### config.mk
export PLATFORM = sky130hd
export DESIGN_NAME = pmid_lane
export DESIGN_NICKNAME = d
export VERILOG_FILES = /design/src/hw/rtl/pmid_pkg.sv /design/src/hw/rtl/pmid_lane.sv
export SDC_FILE = /design/constraint.sdc
export NUM_CORES = 2
export LEC_CHECK = 0
export BUFFER_PORTS_ARGS = -buffer_cell sky130_fd_sc_hd__clkbuf_2
export CAP_MARGIN = 20
export CORE_AREA = 5 5 278 280
export DETAILED_ROUTE_END_ITERATION = 10
export DIE_AREA = 0 0 283 285
export GPL_TIMING_DRIVEN = 0
export HOLD_SLACK_MARGIN = 0.06
export PLACE_DENSITY = 0.78
export SLEW_MARGIN = 25
export SYNTH_ARGS = -nofsm -noshare
export SYNTH_HDL_FRONTEND = slang
export SYNTH_SLANG_ARGS = --single-unit
### constraint.sdc
create_clock -name clk_i -period 6.35 [get_ports clk_i]
set_clock_uncertainty 0.2 [all_clocks]
set_input_delay 0.9525 -clock clk_i [delete_from_list [all_inputs] [get_ports clk_i]]
set_output_delay 0.9525 -clock clk_i [all_outputs]
set_load 0.005 [all_outputs]
### src/hw/rtl/pmid_pkg.sv
// shared constants, types and width helpers for the periodic minimum-image distance core
// no dependencies
package pmid_pkg;

  localparam int COORD_BITS_DEF = 32;
  localparam int BOX_BITS       = 31;
  localparam logic [BOX_BITS-1:0] BOX_RESET = 31'd655360;

  localparam int NUM_AXES  = 3;
  localparam int LANE_LAT  = 5;

  // configuration register indexes
  localparam int CFG_IDX_W = 2;
  localparam logic [CFG_IDX_W-1:0] REG_BOX_X = 2'd0;
  localparam logic [CFG_IDX_W-1:0] REG_BOX_Y = 2'd1;
  localparam logic [CFG_IDX_W-1:0] REG_BOX_Z = 2'd2;

  // operation kinds
  localparam int KIND_W = 3;
  localparam logic [KIND_W-1:0] KIND_X   = 3'd0;
  localparam logic [KIND_W-1:0] KIND_Y   = 3'd1;
  localparam logic [KIND_W-1:0] KIND_Z   = 3'd2;
  localparam logic [KIND_W-1:0] KIND_XY  = 3'd3;
  localparam logic [KIND_W-1:0] KIND_XZ  = 3'd4;
  localparam logic [KIND_W-1:0] KIND_YZ  = 3'd5;
  localparam logic [KIND_W-1:0] KIND_XYZ = 3'd6;
  localparam logic [KIND_W-1:0] KIND_VEC = 3'd7;

  typedef struct packed {
    logic                valid;
    logic [KIND_W-1:0]   kind;
  } ctrl_t;

  typedef struct packed {
    logic used;
    logic vec;
    logic periodic;
  } lane_ctl_t;

  // signed width for the folded difference, with headroom for the doubled compare
  function automatic int fold_w(int coord_bits);
    int w;
    w = (coord_bits + 1 > BOX_BITS + 1) ? coord_bits + 1 : BOX_BITS + 1;
    return w + 2;
  endfunction

  // width of the magnitude of a folded difference
  function automatic int mag_w(int coord_bits);
    return (coord_bits > BOX_BITS) ? coord_bits : BOX_BITS;
  endfunction

  // axes taking part in each kind, bit 0 = x
  function automatic logic [NUM_AXES-1:0] axis_mask(logic [KIND_W-1:0] kind);
    logic [NUM_AXES-1:0] m;
    case (kind)
      KIND_X:   m = 3'b001;
      KIND_Y:   m = 3'b010;
      KIND_Z:   m = 3'b100;
      KIND_XY:  m = 3'b011;
      KIND_XZ:  m = 3'b101;
      KIND_YZ:  m = 3'b110;
      KIND_XYZ: m = 3'b111;
      KIND_VEC: m = 3'b111;
      default:  m = 3'b000;
    endcase
    return m;
  endfunction

endpackage

### src/hw/rtl/pmid_lane.sv
// one axis lane: difference, periodic fold, range check and pipelined square
// depends on pmid_pkg
module pmid_lane #(
  parameter int COORD_BITS = pmid_pkg::COORD_BITS_DEF
) (
  input  logic                                          clk_i,
  input  pmid_pkg::lane_ctl_t                           ctl_i,
  input  logic [pmid_pkg::BOX_BITS-1:0]                 box_i,
  input  logic signed [COORD_BITS-1:0]                  first_i,
  input  logic signed [COORD_BITS-1:0]                  second_i,
  output logic signed [pmid_pkg::fold_w(COORD_BITS)-1:0] diff_o,
  output logic                                          err_o,
  output logic [2*pmid_pkg::mag_w(COORD_BITS)-1:0]      sq_o
);

  localparam int FW   = pmid_pkg::fold_w(COORD_BITS);
  localparam int MW   = pmid_pkg::mag_w(COORD_BITS);
  localparam int H    = MW / 2;
  localparam int HW   = MW - H;
  localparam int SQ_W = 2 * MW;

  // stage 1: raw difference
  logic signed [FW-1:0] d1_d, d1_q;
  pmid_pkg::lane_ctl_t  ctl1_q;
  // stage 2: folded difference
  logic signed [FW-1:0] d2_d, d2_q;
  pmid_pkg::lane_ctl_t  ctl2_q;
  // stage 3: range check and magnitude
  logic signed [FW-1:0] d3_q;
  logic                 err3_d, err3_q;
  logic [MW-1:0]        mag3_d, mag3_q;
  // stage 4: partial products
  logic signed [FW-1:0] d4_q;
  logic                 err4_q;
  logic [2*HW-1:0]      hh_d, hh_q;
  logic [HW+H-1:0]      hl_d, hl_q;
  logic [2*H-1:0]       ll_d, ll_q;
  // stage 5: square
  logic signed [FW-1:0] d5_q;
  logic                 err5_q;
  logic [SQ_W-1:0]      sq5_d, sq5_q;

  logic signed [FW-1:0] box_s, nbox_s, tw1, tw2, absd;
  logic                 hi1, lo1;
  logic [HW-1:0]        mh;
  logic [H-1:0]         ml;

  assign box_s  = signed'(FW'(box_i));
  assign nbox_s = -box_s;

  always_comb begin
    if (ctl_i.vec) begin
      d1_d = FW'(second_i) - FW'(first_i);
    end else begin
      d1_d = FW'(first_i) - FW'(second_i);
    end
  end

  // fold by at most one box length; vector kind keeps the half-open range
  always_comb begin
    tw1 = d1_q <<< 1;
    hi1 = ctl1_q.vec ? (tw1 >= box_s) : (tw1 > box_s);
    lo1 = tw1 < nbox_s;
    if (!ctl1_q.used) begin
      d2_d = '0;
    end else if (ctl1_q.periodic && hi1) begin
      d2_d = d1_q - box_s;
    end else if (ctl1_q.periodic && lo1) begin
      d2_d = d1_q + box_s;
    end else begin
      d2_d = d1_q;
    end
  end

  always_comb begin
    tw2    = d2_q <<< 1;
    err3_d = ctl2_q.used && ctl2_q.periodic &&
             ((ctl2_q.vec ? (tw2 >= box_s) : (tw2 > box_s)) || (tw2 < nbox_s));
    absd   = (d2_q < 0) ? -d2_q : d2_q;
    mag3_d = absd[MW-1:0];
  end

  assign mh   = mag3_q[MW-1:H];
  assign ml   = mag3_q[H-1:0];
  assign hh_d = (2*HW)'(mh) * (2*HW)'(mh);
  assign hl_d = (HW+H)'(mh) * (HW+H)'(ml);
  assign ll_d = (2*H)'(ml) * (2*H)'(ml);

  assign sq5_d = (SQ_W'(hh_q) << (2*H)) + (SQ_W'(hl_q) << (H+1)) + SQ_W'(ll_q);

  always_ff @(posedge clk_i) begin
    d1_q   <= d1_d;
    ctl1_q <= ctl_i;
    d2_q   <= d2_d;
    ctl2_q <= ctl1_q;
    d3_q   <= d2_q;
    err3_q <= err3_d;
    mag3_q <= mag3_d;
    d4_q   <= d3_q;
    err4_q <= err3_q;
    hh_q   <= hh_d;
    hl_q   <= hl_d;
    ll_q   <= ll_d;
    d5_q   <= d4_q;
    err5_q <= err4_q;
    sq5_q  <= sq5_d;
  end

  assign diff_o = d5_q;
  assign err_o  = err5_q;
  assign sq_o   = sq5_q;

endmodule

==> qor.yml <==
outcome:
  status: "finished, violations left"
  violations: "negative setup slack"
clock_tree:
  clockRootBuffer: "clkbuf_16"
  tritoncts: "yes"
  h-tree-depth: 2
  clock_path_buffers: 3
  path_clk_slew_ns: 0.06
  insertion_delay_ns: 0.59
  clock-sinks: 368
  numCtsBuffers: 41
timing:
  drv_slew: 0
  setup_ws_ns: -0.427
  min_period_ns: 6.78
  timing.final.crit_share_pct: 107
  rsz0062_at_grt: "yes"
  tightestPinTransition_ns: 1.10
  hold_viol: 0
  max_slew_margin_pct: 26.3
  setup_viol: 17
  max_freq_mhz: 148
detailed_routing:
  wl_per_cell_um: 21.1
  viasPerCell: 5.84
  vias: 36000
  ant_nets: 0
  routed_wl_um: 130000
  dr.first_iter.drc_count: 2901
  drt-pass1-iter-count: 7
  drc: 0
floorplan:
  core-area_um2: 74200
  start_util_pct: 57.6
  ioPinCount: 199
  num_rows: 100
  dieArea_um2: 80700
  die_y_um: 285
  die_w_um: 283
worst_setup_path:
  r2r_cells: 26
  startpoint: "mag3_q[8]$_DFF_P_"
  cp-end-kind: "flip-flop"
  cp_data_required_time_ns: 6.62
  reg2reg_from: "mag3_q[8]$_DFF_P_"
  r2r_end: "ll_q[30]$_DFF_P_"
  startpoint_type: "flip-flop"
  regToRegSetupSlack_ns: -0.43
  critPathKind: "flip-flop to flip-flop"
  cp_max_fo: 6
  crit_arrival_ns: 7.04
global_routing:
  grt_pass1_wl_um: 200000
  antenna_found_initial: 13
  grt_usage_pct: 30.8
  grt_pass1_vias: 37800
  grt_max_degree: 16
  grt.overflow.total: 0
logic_synthesis:
  yosys.area_share.simple_pct: 13.0
  ys_ff_latch: 368
  yosysTopAreaCell: "fa_1"
  synth-adder-area-share_pct: 42.0
  yosys_warnings: 0
  synth-edff-count: 0
  synth_nets: 6006
  synth_compound_area_share_pct: 13.1
  synth_cell_types: 81
  synthTopCellsByArea: "fa_1, ha_1, dfxtp_1"
  async_flop_share_pct: 0
  syn_avg_cell_area_um2: 8.92
  synth_top_family_by_area: "adder cells"
  synth-xor-area-share_pct: 4.82
  synthTopCellsByCount: "inv_1, ha_1, fa_1, nand2_1, dfxtp_1"
  synthesis.area_um2: 42700
  ys.flop_type: "dfxtp_1"
  netlist_instances: 4788
  synth_most_common_cell: "inv_1"
  synth_top_cell_area_share_pct: 24.6
  synthMuxAreaShare_pct: 0.568
  seq_area_frac_synth_pct: 17.2
hold_path:
  min_to: "sq_o[9]$_DFF_P_"
  hp-class: "flip-flop to flip-flop"
  min_from: "ll_q[9]$_DFF_P_"
  hold_depth: 0
placed_design:
  routabilityCongestion: 0.965
  pre_cts_slack_ns: -1.97
  io_buffer_count: 197
  place_hpwl_um: 96900
layout:
  multi_input_area_um2: 32600
  fillers: 5535
  layout-area-overhead-vs-synth_pct: 17.0
  final_nets: 6376
  drive_above_1_share_pct: 15.3
  regArea_um2: 7470
flow_run:
  maxCapViolCount: 0
-- flip-flops by register name, summed over array words and instances, names as in the netlist, 31 cells and up --
signal  cells
hl_q       32
hh_q       31
mag3_q     32
d4_q       34
d2_q       35
ll_q       31
diff_o     34
sq_o       63
d3_q       34
d1_q       33
-- placed cells by master (no fill, tap or decap), drive strengths merged, types with 145 or more instances in the layout --
master    n
o21ai   145
ha      594
a21oi   257
clkbuf  378
nand2   391
fa      525
inv     887
dfxtp   368
and2    196
nor2    219
xnor2   178
buf     167
-- critical path, cell delays in order, from the launching register on --
cell       delay (ns)
dfxtp_2          0.33
clkbuf_16        0.16
clkbuf_16        0.18
nand2_2          0.08
inv_1            0.05
fa_1             0.48
inv_1            0.06
fa_1             0.54
inv_1            0.05
fa_1             0.48
fa_1             0.50
fa_1             0.50
inv_1            0.07
fa_1             0.55
inv_1            0.06
ha_2             0.19
a21o_1           0.19
a21o_1           0.19
a21oi_2          0.17
o21ai_2          0.08
a21o_1           0.16
o21ai_2          0.21
a21oi_4          0.12
or4_4            0.46
a31o_4           0.26
a21oi_4          0.15
xnor2_2          0.17
-- cell families (layout without fill, tap and decap cells) --
| family | count (synthesis) | after routing |
|---|---|---|
| adders and majority gates | 1119 | 1119 |
| AOI/OAI and AO/OA | 851 | 851 |
| and+or+nand+nor | 1137 | 1137 |
| xor gates and xnor gates | 235 | 235 |
| other | 1 | 11 |
| muxes | 23 | 23 |
| buffers and inverters | 1054 | 1456 |
| DFF | 368 | 368 |
-- layout make-up --
| class | count | area share [%] |
|---|---|---|
| inverters | 890 | 6.75 |
| clock buffers | 54 | 2.27 |
| well taps | 969 | 2.42 |
| plain buffers | 156 | 3.38 |
| clock inverters | 21 | 0.641 |
| multi-input cells | 3366 | 65.3 |
| flip-flops and latches | 368 | 14.9 |
| repair buffers | 335 | 4.29 |
| diodes | 10 | 0.0500 |
-- through the flow --
step | instance area, um^2 | util [%] | hold WS, ns | setup TNS, ns | instances
CTS | 49000 | 66.0 | 0.116 | -1.13 | 6113
global placement | 45000 | 60.7 | 0.110 | -66.57 | 5954
finish | 50000 | 67.4 | 0.117 | -2.08 | 6169
global route | 50000 | 67.4 | 0.122 | -5.06 | 6161
floorplan | 42800 | - | 0.110 | -0.0473 | 4788
detailed placement | 45100 | 60.7 | 0.112 | -70.61 | 5955
-- worst max path at each step --
stage                        to  cells after the start
2_1_floorplan  ll_q[30]$_DFF_P_                     25
3_3_place_gp   hl_q[30]$_DFF_P_                     22
3_5_place_dp   hl_q[30]$_DFF_P_                     22
4_1_cts        ll_q[30]$_DFF_P_                     25
5_1_grt        ll_q[30]$_DFF_P_                     25
6_report       ll_q[30]$_DFF_P_                     26
-- layer usage --
metal,GRT usage (%),wire length [um],up-vias
met5,0,49,-
met4,16.4,9310,8
met3,7.27,11200,616
met2,53.9,62600,1717
met1,35.2,47000,17400
li1,-,-,16300
-- repair_timing --
| action | CTS | global route |
|---|---|---|
| cloned | 0 | 3 |
| setup buffers | 89 | 51 |
| setup endpoints to repair | 82 | 60 |
| pin swaps | 114 | 112 |
| gates resized for setup | 438 | 177 |
| hold buffers | 0 | 0 |
Power is left out: the tool's default activity adds up to more than one toggle a clock period on the data nets, which glitch-free logic cannot reach.
